===== src/rtl/spgt_pkg.sv =====
// shared types and constants for the gateway table
`default_nettype none

package spgt_pkg;

   // default sizes
   localparam int NUM_VERTICES_DEF = 16;
   localparam int NUM_EDGES_DEF    = 64;
   localparam int WEIGHT_BITS_DEF  = 16;

   // port field widths
   localparam int OP_W   = 2;
   localparam int SLOT_W = 6;
   localparam int VTX_W  = 4;
   localparam int WT_W   = 16;

   // request opcodes
   typedef enum logic [OP_W-1:0] {
      OP_ADD       = 2'd0,
      OP_REMOVE    = 2'd1,
      OP_RECOMPUTE = 2'd2
   } op_type;

   // controller to datapath commands
   typedef struct packed {
      logic add_new;
      logic add_cost;
      logic remove;
      logic init;
      logic scan_clear;
      logic scan_step;
      logic visit;
      logic relax_rd;
      logic chase_start;
      logic chase_rd;
      logic chase_step;
      logic emit;
      logic emit_gw;
   } cmd_type;

   // datapath to controller status
   typedef struct packed {
      logic slot_valid;
      logic best_found;
      logic best_inf;
      logic present_here;
      logic pred_here;
      logic chase_more;
   } status_type;

endpackage

`default_nettype wire


===== src/rtl/shortest_path_gateway_table.sv =====
// Add/update or a no-op leaves busy low, so the next word can follow at once.
// Remove/recompute runs an init step, then per settled vertex a vertex scan, a pick,
// an edge scan and a drain; then an emit pass with a predecessor chase per reached vertex.
// Results come one per cycle or slower on rsp_strobe; the receiver cannot stall.
// Synchronous reset clears the edge table, leaves only vertex 0 present.
`default_nettype none

module shortest_path_gateway_table #(
   parameter int NUM_VERTICES = spgt_pkg::NUM_VERTICES_DEF,
   parameter int NUM_EDGES    = spgt_pkg::NUM_EDGES_DEF,
   parameter int WEIGHT_BITS  = spgt_pkg::WEIGHT_BITS_DEF
) (
   input  wire logic                        clock,
   input  wire logic                        reset,
   input  wire logic                        start,
   output logic                             busy,
   input  wire logic [spgt_pkg::OP_W-1:0]   req_op,
   input  wire logic [spgt_pkg::SLOT_W-1:0] req_edge_slot,
   input  wire logic [spgt_pkg::VTX_W-1:0]  req_from_vertex,
   input  wire logic [spgt_pkg::VTX_W-1:0]  req_to_vertex,
   input  wire logic [spgt_pkg::WT_W-1:0]   req_weight,
   output logic                             rsp_strobe,
   output logic [spgt_pkg::VTX_W-1:0]       rsp_vertex,
   output logic                             rsp_has_gateway,
   output logic [spgt_pkg::SLOT_W-1:0]      rsp_gateway_edge,
   output logic                             rsp_last
);

   localparam int VW = $clog2(NUM_VERTICES);
   localparam int EW = $clog2(NUM_EDGES);

   spgt_pkg::cmd_type    cmd;
   spgt_pkg::status_type status;
   logic [VW-1:0]        vtx_idx;
   logic [EW-1:0]        edge_idx;

   // sequencer
   spgt_ctrl #(
      .NUM_VERTICES (NUM_VERTICES),
      .NUM_EDGES    (NUM_EDGES)
   ) u_ctrl (
      .clock           (clock),
      .reset           (reset),
      .start           (start),
      .busy            (busy),
      .req_op          (req_op),
      .req_edge_slot   (req_edge_slot),
      .req_from_vertex (req_from_vertex),
      .req_to_vertex   (req_to_vertex),
      .status          (status),
      .cmd             (cmd),
      .vtx_idx         (vtx_idx),
      .edge_idx        (edge_idx)
   );

   // storage and arithmetic
   spgt_datapath #(
      .NUM_VERTICES (NUM_VERTICES),
      .NUM_EDGES    (NUM_EDGES),
      .WEIGHT_BITS  (WEIGHT_BITS)
   ) u_datapath (
      .clock            (clock),
      .reset            (reset),
      .cmd              (cmd),
      .vtx_idx          (vtx_idx),
      .edge_idx         (edge_idx),
      .req_edge_slot    (req_edge_slot),
      .req_from_vertex  (req_from_vertex),
      .req_to_vertex    (req_to_vertex),
      .req_weight       (req_weight),
      .status           (status),
      .rsp_strobe       (rsp_strobe),
      .rsp_vertex       (rsp_vertex),
      .rsp_has_gateway  (rsp_has_gateway),
      .rsp_gateway_edge (rsp_gateway_edge),
      .rsp_last         (rsp_last)
   );

endmodule

`default_nettype wire


===== src/rtl/spgt_datapath.sv =====
// edge table, vertex state, min search, relaxation and gateway output
`default_nettype none

module spgt_datapath #(
   parameter int NUM_VERTICES = spgt_pkg::NUM_VERTICES_DEF,
   parameter int NUM_EDGES    = spgt_pkg::NUM_EDGES_DEF,
   parameter int WEIGHT_BITS  = spgt_pkg::WEIGHT_BITS_DEF,
   localparam int VW = $clog2(NUM_VERTICES),
   localparam int EW = $clog2(NUM_EDGES)
) (
   input  wire logic                       clock,
   input  wire logic                       reset,
   input  wire spgt_pkg::cmd_type          cmd,
   input  wire logic [VW-1:0]              vtx_idx,
   input  wire logic [EW-1:0]              edge_idx,
   input  wire logic [spgt_pkg::SLOT_W-1:0] req_edge_slot,
   input  wire logic [spgt_pkg::VTX_W-1:0]  req_from_vertex,
   input  wire logic [spgt_pkg::VTX_W-1:0]  req_to_vertex,
   input  wire logic [spgt_pkg::WT_W-1:0]   req_weight,
   output spgt_pkg::status_type            status,
   output logic                            rsp_strobe,
   output logic [spgt_pkg::VTX_W-1:0]      rsp_vertex,
   output logic                            rsp_has_gateway,
   output logic [spgt_pkg::SLOT_W-1:0]     rsp_gateway_edge,
   output logic                            rsp_last
);

   localparam int DW = WEIGHT_BITS + VW + 1;

   // edge memories
   logic [VW-1:0]          src_mem  [NUM_EDGES];
   logic [VW-1:0]          tgt_mem  [NUM_EDGES];
   logic [WEIGHT_BITS-1:0] cost_mem [NUM_EDGES];

   logic [NUM_EDGES-1:0]    edge_valid_ff;
   logic [NUM_VERTICES-1:0] present_ff;
   logic [NUM_VERTICES-1:0] visited_ff;
   logic [NUM_VERTICES-1:0] pred_valid_ff;
   logic [EW-1:0]           pred_edge_ff [NUM_VERTICES];
   logic [DW-1:0]           dist_ff      [NUM_VERTICES];

   logic [VW-1:0]          src_q_ff;
   logic [VW-1:0]          tgt_q_ff;
   logic [WEIGHT_BITS-1:0] cost_q_ff;
   logic                   valid_q_ff;
   logic                   relax_q_ff;
   logic [EW-1:0]          eidx_q_ff;

   logic          found_ff;
   logic [VW-1:0] best_ff;
   logic [DW-1:0] best_dist_ff;
   logic [EW-1:0] gate_ff;

   logic                   strobe_ff;
   logic [spgt_pkg::VTX_W-1:0]  vertex_ff;
   logic                   has_ff;
   logic [spgt_pkg::SLOT_W-1:0] gw_ff;
   logic                   last_ff;

   logic [EW-1:0]          wr_addr;
   logic [EW-1:0]          rd_addr;
   logic [VW-1:0]          from_idx;
   logic [VW-1:0]          to_idx;
   logic [WEIGHT_BITS-1:0] new_cost;
   logic [DW-1:0]          tdist;
   logic [DW-1:0]          nd;
   logic                   upd;
   logic                   cand;
   logic [NUM_VERTICES-1:0] above_mask;

   // request decode
   assign wr_addr  = EW'(req_edge_slot);
   assign from_idx = VW'(req_from_vertex);
   assign to_idx   = VW'(req_to_vertex);
   assign new_cost = WEIGHT_BITS'(req_weight);
   assign rd_addr  = cmd.chase_rd ? gate_ff : edge_idx;

   // relaxation of the edge read last cycle
   assign tdist = dist_ff[tgt_q_ff];
   assign nd    = best_dist_ff + DW'(cost_q_ff);
   assign upd   = relax_q_ff && valid_q_ff && (src_q_ff == best_ff) && (nd < tdist);

   // min search candidate
   assign cand = present_ff[vtx_idx] && !visited_ff[vtx_idx] &&
                 (!found_ff || (dist_ff[vtx_idx] < best_dist_ff));

   // vertex indices above the current one
   always_comb begin
      for (int j = 0; j < NUM_VERTICES; j++) begin
         above_mask[j] = (32'(j) > 32'(vtx_idx));
      end
   end

   // status back to the controller
   assign status.slot_valid   = edge_valid_ff[wr_addr];
   assign status.best_found   = found_ff;
   assign status.best_inf     = &best_dist_ff;
   assign status.present_here = present_ff[vtx_idx];
   assign status.pred_here    = pred_valid_ff[vtx_idx];
   assign status.chase_more   = pred_valid_ff[src_q_ff];

   // edge memory write and registered read
   always_ff @(posedge clock) begin
      if (cmd.add_new) begin
         src_mem[wr_addr] <= from_idx;
         tgt_mem[wr_addr] <= to_idx;
      end
      if (cmd.add_new || cmd.add_cost) begin
         cost_mem[wr_addr] <= new_cost;
      end
      src_q_ff  <= src_mem[rd_addr];
      tgt_q_ff  <= tgt_mem[rd_addr];
      cost_q_ff <= cost_mem[rd_addr];
      eidx_q_ff <= edge_idx;
   end

   // vertex state, search registers and result word
   always_ff @(posedge clock) begin
      if (reset) begin
         edge_valid_ff <= '0;
         present_ff    <= NUM_VERTICES'(1);
         visited_ff    <= '0;
         pred_valid_ff <= '0;
         for (int v = 0; v < NUM_VERTICES; v++) begin
            pred_edge_ff[v] <= '0;
            dist_ff[v]      <= '1;
         end
         relax_q_ff <= 1'b0;
         valid_q_ff <= 1'b0;
         found_ff   <= 1'b0;
         strobe_ff  <= 1'b0;
      end else begin
         strobe_ff  <= cmd.emit;
         relax_q_ff <= cmd.relax_rd;
         valid_q_ff <= edge_valid_ff[edge_idx];
         // table updates
         if (cmd.add_new) begin
            edge_valid_ff[wr_addr] <= 1'b1;
            present_ff[from_idx]   <= 1'b1;
            present_ff[to_idx]     <= 1'b1;
         end
         if (cmd.remove) begin
            edge_valid_ff[wr_addr] <= 1'b0;
         end
         // start of a recompute
         if (cmd.init) begin
            visited_ff    <= '0;
            pred_valid_ff <= '0;
            for (int v = 0; v < NUM_VERTICES; v++) begin
               pred_edge_ff[v] <= '0;
               dist_ff[v]      <= (v == 0) ? '0 : '1;
            end
         end
         if (cmd.init || cmd.scan_clear) begin
            found_ff <= 1'b0;
         end
         // min search step
         if (cmd.scan_step && cand) begin
            found_ff     <= 1'b1;
            best_ff      <= vtx_idx;
            best_dist_ff <= dist_ff[vtx_idx];
         end
         if (cmd.visit) begin
            visited_ff[best_ff] <= 1'b1;
         end
         // strict decrease wins
         if (upd) begin
            dist_ff[tgt_q_ff]       <= nd;
            pred_edge_ff[tgt_q_ff]  <= eidx_q_ff;
            pred_valid_ff[tgt_q_ff] <= 1'b1;
         end
         // predecessor chase
         if (cmd.chase_start) begin
            gate_ff <= pred_edge_ff[vtx_idx];
         end
         if (cmd.chase_step) begin
            gate_ff <= pred_edge_ff[src_q_ff];
         end
         // result word
         if (cmd.emit) begin
            vertex_ff <= spgt_pkg::VTX_W'(vtx_idx);
            has_ff    <= cmd.emit_gw;
            gw_ff     <= cmd.emit_gw ? spgt_pkg::SLOT_W'(gate_ff) : '0;
            last_ff   <= ~|(present_ff & above_mask);
         end
      end
   end

   assign rsp_strobe       = strobe_ff;
   assign rsp_vertex       = vertex_ff;
   assign rsp_has_gateway  = has_ff;
   assign rsp_gateway_edge = gw_ff;
   assign rsp_last         = last_ff;

endmodule

`default_nettype wire


===== src/rtl/spgt_ctrl.sv =====
// sequencer for table updates, route search and table emission
`default_nettype none

module spgt_ctrl #(
   parameter int NUM_VERTICES = spgt_pkg::NUM_VERTICES_DEF,
   parameter int NUM_EDGES    = spgt_pkg::NUM_EDGES_DEF,
   localparam int VW = $clog2(NUM_VERTICES),
   localparam int EW = $clog2(NUM_EDGES)
) (
   input  wire logic                        clock,
   input  wire logic                        reset,
   input  wire logic                        start,
   output logic                             busy,
   input  wire logic [spgt_pkg::OP_W-1:0]   req_op,
   input  wire logic [spgt_pkg::SLOT_W-1:0] req_edge_slot,
   input  wire logic [spgt_pkg::VTX_W-1:0]  req_from_vertex,
   input  wire logic [spgt_pkg::VTX_W-1:0]  req_to_vertex,
   input  wire spgt_pkg::status_type        status,
   output spgt_pkg::cmd_type                cmd,
   output logic [VW-1:0]                    vtx_idx,
   output logic [EW-1:0]                    edge_idx
);

   typedef enum logic [3:0] {
      ST_IDLE,
      ST_INIT,
      ST_SCAN,
      ST_PICK,
      ST_RELAX,
      ST_DRAIN,
      ST_EMIT,
      ST_CH_RD,
      ST_CH_CHK
   } state_type;

   state_type     state_ff, state_in;
   logic [VW-1:0] vi_ff, vi_in;
   logic [EW-1:0] ei_ff, ei_in;
   logic [VW:0]   step_ff, step_in;

   logic slot_ok, from_ok, to_ok, vi_last, ei_last;

   // range checks on the request
   assign slot_ok = 32'(req_edge_slot)   < NUM_EDGES;
   assign from_ok = 32'(req_from_vertex) < NUM_VERTICES;
   assign to_ok   = 32'(req_to_vertex)   < NUM_VERTICES;
   assign vi_last = vi_ff == VW'(NUM_VERTICES - 1);
   assign ei_last = ei_ff == EW'(NUM_EDGES - 1);

   // next state and commands
   always_comb begin
      cmd      = '0;
      state_in = state_ff;
      vi_in    = vi_ff;
      ei_in    = ei_ff;
      step_in  = step_ff;
      unique case (state_ff)
         ST_IDLE: begin
            if (start) begin
               unique case (req_op)
                  spgt_pkg::OP_ADD: begin
                     if (slot_ok && from_ok && to_ok) begin
                        if (!status.slot_valid) begin
                           cmd.add_new = 1'b1;
                        end else if (req_from_vertex != '0) begin
                           cmd.add_cost = 1'b1;
                        end
                     end
                  end
                  spgt_pkg::OP_REMOVE: begin
                     if (slot_ok && status.slot_valid) begin
                        cmd.remove = 1'b1;
                        state_in   = ST_INIT;
                     end
                  end
                  spgt_pkg::OP_RECOMPUTE: begin
                     state_in = ST_INIT;
                  end
                  default: ;
               endcase
            end
         end
         ST_INIT: begin
            cmd.init = 1'b1;
            vi_in    = '0;
            state_in = ST_SCAN;
         end
         ST_SCAN: begin
            cmd.scan_step = 1'b1;
            if (vi_last) begin
               state_in = ST_PICK;
            end else begin
               vi_in = vi_ff + 1'b1;
            end
         end
         ST_PICK: begin
            if (!status.best_found || status.best_inf) begin
               vi_in    = '0;
               state_in = ST_EMIT;
            end else begin
               cmd.visit = 1'b1;
               ei_in     = '0;
               state_in  = ST_RELAX;
            end
         end
         ST_RELAX: begin
            cmd.relax_rd = 1'b1;
            if (ei_last) begin
               state_in = ST_DRAIN;
            end else begin
               ei_in = ei_ff + 1'b1;
            end
         end
         ST_DRAIN: begin
            cmd.scan_clear = 1'b1;
            vi_in          = '0;
            state_in       = ST_SCAN;
         end
         ST_EMIT: begin
            if (status.present_here && status.pred_here) begin
               cmd.chase_start = 1'b1;
               step_in         = '0;
               state_in        = ST_CH_RD;
            end else begin
               cmd.emit = status.present_here;
               if (vi_last) begin
                  state_in = ST_IDLE;
               end else begin
                  vi_in = vi_ff + 1'b1;
               end
            end
         end
         ST_CH_RD: begin
            cmd.chase_rd = 1'b1;
            state_in     = ST_CH_CHK;
         end
         ST_CH_CHK: begin
            if ((step_ff < (VW+1)'(NUM_VERTICES)) && status.chase_more) begin
               cmd.chase_step = 1'b1;
               step_in        = step_ff + 1'b1;
               state_in       = ST_CH_RD;
            end else begin
               cmd.emit    = 1'b1;
               cmd.emit_gw = 1'b1;
               if (vi_last) begin
                  state_in = ST_IDLE;
               end else begin
                  vi_in    = vi_ff + 1'b1;
                  state_in = ST_EMIT;
               end
            end
         end
         default: state_in = ST_IDLE;
      endcase
   end

   // state and counters
   always_ff @(posedge clock) begin
      if (reset) begin
         state_ff <= ST_IDLE;
         vi_ff    <= '0;
         ei_ff    <= '0;
         step_ff  <= '0;
      end else begin
         state_ff <= state_in;
         vi_ff    <= vi_in;
         ei_ff    <= ei_in;
         step_ff  <= step_in;
      end
   end

   assign busy     = state_ff != ST_IDLE;
   assign vtx_idx  = vi_ff;
   assign edge_idx = ei_ff;

endmodule

`default_nettype wire


===== config.mk =====
export PLATFORM = sky130hd
export DESIGN_NAME = shortest_path_gateway_table
export DESIGN_NICKNAME = d
export VERILOG_FILES = /design/src/rtl/spgt_pkg.sv /design/src/rtl/shortest_path_gateway_table.sv /design/src/rtl/spgt_datapath.sv /design/src/rtl/spgt_ctrl.sv
export SDC_FILE = /design/constraint.sdc
export NUM_CORES = 2
export LEC_CHECK = 0
export BUFFER_PORTS_ARGS = -buffer_cell sky130_fd_sc_hd__buf_4
export CAP_MARGIN = 0
export CORE_MARGIN = 2
export CORE_UTILIZATION = 40
export DETAILED_ROUTE_END_ITERATION = 7
export HOLD_SLACK_MARGIN = 0.06
export MAX_ROUTING_LAYER = met4
export PLACE_DENSITY = 0.63
export SYNTH_ARGS = -nofsm -noshare
export SYNTH_HDL_FRONTEND = slang
export SYNTH_SLANG_ARGS = --single-unit
export TNS_END_PERCENT = 20

===== constraint.sdc =====
create_clock -name clock -period 12.7 [get_ports clock]
set_clock_uncertainty 0.1 [all_clocks]
set_input_delay 0.635 -clock clock [delete_from_list [all_inputs] [get_ports clock]]
set_output_delay 0.635 -clock clock [all_outputs]
set_load 0.02 [all_outputs]

======== After elaboration in Yosys (flattened, before gate mapping) ========
Memory sizes are Yosys's and may differ from the RTL's. A register that Yosys moved wholly into a read port is not among the register bits.
Cells that the tools add are included.
word-level totals
  word-level logic and storage cells ...... 295
  input port bits ......................... 35
  bits in writable memories ............... 1968
  register bits after elaboration ......... 184
  memories ................................ 5
memories
  name                     words  bits a word  rd ports  clocked after Yosys merged registers in  write ports  RTL line             source
  u_datapath.cost_mem      64     16           1         1                                        1            spgt_datapath.sv:33  logic [WEIGHT_BITS-1:0] cost_mem [NUM_EDGES];
  u_datapath.dist_ff       16     21           2         1                                        17           spgt_datapath.sv:40  logic [DW-1:0] dist_ff [NUM_VERTICES];
  u_datapath.src_mem       64     4            1         1                                        1            spgt_datapath.sv:31  logic [VW-1:0] src_mem [NUM_EDGES];
  u_datapath.tgt_mem       64     4            1         1                                        1            spgt_datapath.sv:32  logic [VW-1:0] tgt_mem [NUM_EDGES];
  u_datapath.pred_edge_ff  16     6            2         1                                        17           spgt_datapath.sv:39  logic [EW-1:0] pred_edge_ff [NUM_VERTICES];
operators by class
  eq/ne operators ......................... 26
  reduce and logical (&&, ||, !) cells .... 39
  bitwise gates (word level) .............. 41
  $add $sub $neg .......................... 4
  order comparisons ....................... 31
  multiplexer cells ....................... 129
operators with widths
  operator                                                                             count
  21-bit 2-to-1 mux                                                                    16
  64-bit 2-to-1 mux                                                                    3
  6-bit 2-to-1 mux                                                                     21
  16-bit 2-to-1 mux                                                                    6
  64-bit bitwise AND                                                                   1
  64-bit inverter                                                                      1
  16-bit bitwise OR                                                                    4
  64-bit bitwise OR                                                                    1
  4-bit 2-to-1 mux                                                                     14
  1-bit 2-to-1 mux                                                                     43
  21-bit less-than comparator                                                          2
  4-bit greater-than comparator, first input constant                                  8
  1-bit bitwise OR                                                                     32
  4-bit case mux with 8 select lines                                                   1
  4-bit by 5-bit less-than comparator with 1-bit output, second input constant         6
  21-bit by 16-bit adder with 21-bit output                                            1
  21-bit AND reduction                                                                 1
  4-bit case mux with 5 select lines                                                   1
  16-bit bitwise AND                                                                   1
  1-bit binary-select mux with 4-bit select                                            4
  1-bit demux with 4-bit select                                                        4
  4-bit by 3-bit == test with 1-bit output, second input constant                      4
  4-bit by 1-bit greater-or-equal comparator with 1-bit output, second input constant  4
  3-bit by 4-bit greater-than comparator with 1-bit output, first input constant       4
  44 further kinds                                                                     87

======== Logic depth before layout (Yosys ltp) ========
  depth after elaboration ................. 10
  mapped depth ............................ 22
  gate-level depth less buffers ........... 18

======== Modules after synthesis ========
A second synthesis with hierarchy kept.
unflattened totals
  cell total of the unflattened synthesis .. 5330
  area total of the unflattened synthesis .. 92328.6 um^2
by module, submodules not included
  module         sequential area each (um^2)  times used  cells each  area an instance (um^2)
  spgt_datapath  63310.7                      1           5167        90962.2
  spgt_ctrl      380.4                        1           163         1366.3

======== Worst setup path after synthesis ========
OpenSTA, ideal clock, no wires.
  path type ............................... register to register
  start point ............................. register u_datapath.tgt_q_ff[0] (read register of u_datapath.tgt_mem)
  end point ............................... memory u_datapath.dist_ff[8][0] (netlist name) (enable)
  stages on the path, launching flop included .. 17
  data required time ...................... 12.212 ns
  period minus slack after synthesis ...... 5.832 ns
  path slack .............................. 6.868 ns
  setup time .............................. 0.388 ns
  arrival ................................. 5.344 ns
  cells stage by stage .................... dfxtp_1 buf_2 buf_1 buf_1 mux4_2 mux4_2 inv_1 ha_1 a21o_1 a21o_1 a211oi_1 o31ai_1 or4_1 clkbuf_1 nor4_1 clkbuf_1 nand2b_1
RTL lines
  item         RTL line             source
  from (decl)  spgt_datapath.sv:43  logic [VW-1:0] tgt_q_ff;
  to (decl)    spgt_datapath.sv:40

==> reports/summary.md <==
The flow ran to the end, and the final reports show no timing, DRC or antenna violations. The via count of the first global-routing pass was 51.0k. Dividing the detail-routed via count by the number of cells gives 6.03.

In this run the power density over the cells is 144 nW/um^2. Once detail routing completed, the nets flagged for antenna violations numbered 0. For the finished layout, the period the worst path requires is 7.10 ns.

Clock tree synthesis found a total of 2180 sinks. In this run the vertical extent of the chip is 483 um. The detailed router put a total of 103000 um of wire on met1. The post-synthesis sequential element count is 2180. The tools report the number of antenna violations at the first check in global routing as 10.

After detailed routing, the average wire length per cell comes to 29.4 um. Summing all multi-input logic gate instances after layout gives 26800 um^2. The logs give 0 for the final number of max-transition violations and 11.6 mW for the internal power summed over all cells. The fraction of layout instances using a drive strength above 1 came out at 23.7%.

Routed signal wires occupy layers up through met4. The critical path capture point type is a flop. Leaving out fill and tap cells, the most frequent cell in the layout is sky130_fd_sc_hd__edfxtp_1. The count of buffers added on input and output ports is 48. The leakage power is 31.3 nW, and the async set or reset register ratio after synthesis is 0%.

The path category of the worst min-delay check was primary input to flop. Most common flop cell mapped by yosys: sky130_fd_sc_hd__edfxtp_1. The initial utilization of the core area, before any placement, comes to 40.3%. The maximum clock rate is 141 MHz, and the met2 routed wirelength is 122000 um.

The clock latency at the later pin of the worst-skew pair is 0.87 ns, and the worst hold path cell count is 1. The worst setup path is launched from a flop. The initialized floorplan defines 175 standard-cell rows. In this run the register-to-register setup slack is 5.60 ns.

Data on the critical path is required at its endpoint by 13.06 ns. The tightest hold path in the finished design has a slack of 0.135 ns. Counting the fill cells in the layout gives 19.2k. The area added between synthesis and finish works out to 12.4%. The footprint of the flip-flops and latches was 63800 um^2.

The mean instance size in the synthesized netlist was 17.4 um^2. The top cell types in the final layout, fill and taps aside, are sky130_fd_sc_hd__edfxtp_1 (2011), sky130_fd_sc_hd__mux4_2 (648), sky130_fd_sc_hd__nand2_1 (505). The run gives 251000 um as the total length of routed wires. Traced cell by cell, the critical path runs through ha_1 -> nand2_1 -> o21a_1 -> nor3_1 -> o211ai_1 -> and4b_1 -> nor3_2 -> inv_1 -> ha_1 -> a21o_1 -> a211oi_1 -> o31ai_1 -> or4_1 -> nor3_2 -> buf_4 -> nand2b_2.

For the post-synthesis cell type count, the log shows 72. Summing over every cut layer, the via total after detailed routing is 51.4k. The number of nets handed over by synthesis was 5384. The clock network burns 42.3% of the power.

Maximum resistive drop on vdd: 0.000140 V. For the yosys synthesis warning count, the log shows 0. The HPWL after detailed placement is 149000 um. The slowest stage of the critical path is the sky130_fd_sc_hd__nor3_2 cell.

For the fraction of the yosys area taken by sequential cells, the log shows 69.4%. Combinational cells account for 4.3% of the total power. For the first-pass detailed-route iteration total, the log shows 8.

Critical register-to-register path endpoint: u_datapath.dist_ff[2][12]. CTS built an H-tree with a depth of 4. After technology mapping, the gate count stands at 5287. At the worst endpoint, the arrival time is 7.46 ns. For this design the top-level I/O count stands at 49. For the worst flop-to-flop path, the logic depth is 16.

In this run the standard cell core region covers 228000 um^2. In this run the critical register-to-register path is launched from u_datapath.best_dist_ff[6]. After clock tree synthesis, the flow added hold-fix buffers numbering 3. Net switching is 22.1% of the power. The run gives 0 as the post-CTS setup buffer count.

Setup repair after global routing left no endpoint under its margin. The number of resized instances in the post-cts repair step was 0; the final net count was 5436. Setup violations remaining at the end of the flow were counted as 0.

On the worst path, the slowest cell contributes a delay of 0.99 ns. In this run, the number of DRC markers left after iteration 0 of detailed routing was 6626. Global routing used 21.8% of the available tracks across all layers.

The die area was 234000 um^2; the largest buffer count on any clock path was 3. For hold timing, the worst endpoint is u_datapath.tgt_mem[4][1]. The clock input transition at the sequential cells of the worst setup and hold paths is 0.06 ns. The tools report the routed length on met3 as 20100 um.

The post-route clock period utilization came out at 55.9%. The critical path in this run is classified as flop to flop. For the wire length of the first global-routing pass, the log shows 364000 um.

Across the run, the number of max-cap violations was 0. Of all nets on the critical path, the largest fanout is 29. Yosys mapped a number of flops with a built-in enable equal to 2011. The number of endpoints with negative hold slack in the final report is 0. The slew at the pin with the worst max-slew slack is 1.33 ns, and the sum of negative setup slack is 0 ns. CTS placed an instance of sky130_fd_sc_hd__clkbuf_16 at the clock tree root.

The logs give 53.4% for the fraction of power consumed by sequential logic and 0 for the total overflow reported by the global router. The synthesized netlist occupies a cell area of 91900 um^2. In this run the power spent charging and discharging nets is 3.29 mW. TritonCTS built the clock tree. The tools report the routability congestion estimate from global placement as 0.852. From left edge to right edge, the die measures 483 um. The worst pin sits at a relative slew slack of 10.5%. The tools report the startpoint of the most critical hold path as req_to_vertex[1]. The TritonCTS buffer count is 210, and the remaining routing DRC violations is 0. The run gives 132 as the pin count of the biggest net entering global routing.
==> cell families after synthesis <==
| family | after synthesis | synth area share [%] |
|---|---|---|
| AO/OA/AOI/OAI | 641 | 4.74 |
| XOR/XNOR | 19 | 0.181 |
| adder cells (fa/ha/maj) | 62 | 0.852 |
| buffers and inverters | 471 | 2.02 |
| flip-flops | 2180 | 69.4 |
| multiplexers | 733 | 16.8 |
| AND/OR/NAND/NOR | 1181 | 6.02 |
==> metal layers <==
layer  global-route usage (%)  vias to the layer above
li1                         -                    21400
met1                     29.8                    27300
met2                     34.3                     2431
met3                     3.35                      371
met4                     5.89                        0
met5                        -                        -
==> Yosys cell counts, types with 21 or more instances <==
library cell               count  area [um^2]
sky130_fd_sc_hd__edfxtp_1   2011        60400
sky130_fd_sc_hd__a22oi_1     167         1250
sky130_fd_sc_hd__nand2_1     506         1900
sky130_fd_sc_hd__mux2i_1      70          701
sky130_fd_sc_hd__buf_2        64          320
sky130_fd_sc_hd__nor3_1       59          295
sky130_fd_sc_hd__nor2_1      243          912
sky130_fd_sc_hd__buf_1        57          214
sky130_fd_sc_hd__clkbuf_1    250          938
sky130_fd_sc_hd__a21o_1       36          270
sky130_fd_sc_hd__a21oi_1     136          681
sky130_fd_sc_hd__nor2b_1      22          138
sky130_fd_sc_hd__o21ai_0      70          350
sky130_fd_sc_hd__a31oi_1      36          225
sky130_fd_sc_hd__and3_1       27          169
sky130_fd_sc_hd__a211oi_1     83          623
sky130_fd_sc_hd__ha_1         61          763
sky130_fd_sc_hd__nand2b_1     35          219
sky130_fd_sc_hd__mux4_2      648        14600
sky130_fd_sc_hd__dfxtp_1     169         3380
sky130_fd_sc_hd__and4_1       21          184
sky130_fd_sc_hd__inv_1        96          360
sky130_fd_sc_hd__nand3_1      49          245
sky130_fd_sc_hd__and2_1      110          688
sky130_fd_sc_hd__a221oi_1     35          307
==> critical path, delay by kind of cell (launching register included) <==
family / cells / cell delay, ns
simple gates: 7 / 3.63
compound gates: 5 / 1.17
flops: 1 / 0.42
fa+ha+maj: 2 / 0.72
buf+inv: 2 / 0.60
==> flip-flops by register name (all words and copies together), names as in the netlist, 16 cells and up, named ones only <==
signal	cells
u_datapath.cost_mem	1024
u_datapath.dist_ff	336
u_datapath.src_mem	256
u_datapath.tgt_mem	256
u_datapath.pred_edge_ff	96
u_datapath.edge_valid_ff	64
u_datapath.best_dist_ff	21
u_datapath.cost_q_ff	16
u_datapath.pred_valid_ff	16
u_datapath.present_ff	16
u_datapath.visited_ff	16
==> metrics by stage <==
stage	cell area [um^2]	util [%]	power (mW)	setup WS [ns]	instances
2_1_floorplan	91900	-	8.43	6.87	5287
3_3_place_gp	96400	42.3	8.73	5.78	8133
3_5_place_dp	96400	42.3	8.74	5.73	8133
4_1_cts	103000	45.3	15.0	5.67	8530
5_1_grt	103000	45.3	15.3	5.28	8536
6_report	103000	45.3	14.9	5.60	8537
==> cell type report <==
class	instances	area share [%]
sequential	2180	61.7
multi-input combinational	2636	25.9
clock buffer	276	5.44
tap	3009	3.64
timing repair buffer	214	1.63
clock inverter	118	1.27
inverter	97	0.352
antenna	7	0.0169
==> how the worst max path moves through the flow <==
stage / start / to / cells past startpoint
detailed placement: u_datapath.best_dist_ff[2] / u_datapath.dist_ff[2][2] / 16
global route: u_datapath.best_dist_ff[3] / u_datapath.dist_ff[2][12] / 16
floorplan: u_datapath.tgt_q_ff[0] / u_datapath.dist_ff[8][0] / 16
global placement: u_datapath.best_dist_ff[2] / u_datapath.dist_ff[2][2] / 16
finish: u_datapath.best_dist_ff[6] / u_datapath.dist_ff[2][12] / 16
CTS: u_datapath.best_dist_ff[6] / u_datapath.dist_ff[2][12] / 16
==> power by group through the flow <==
stage          clock network [mW]  logic [mW]  registers [mW]
3_5_place_dp                    0       0.635            8.10
6_report                     6.30       0.634            7.95
4_1_cts                      6.37       0.637            7.95
2_1_floorplan                   0       0.358            8.07
3_3_place_gp                    0       0.626            8.10
5_1_grt                      6.66       0.672            7.95
Note: power is estimated with default switching activity, not from simulation.
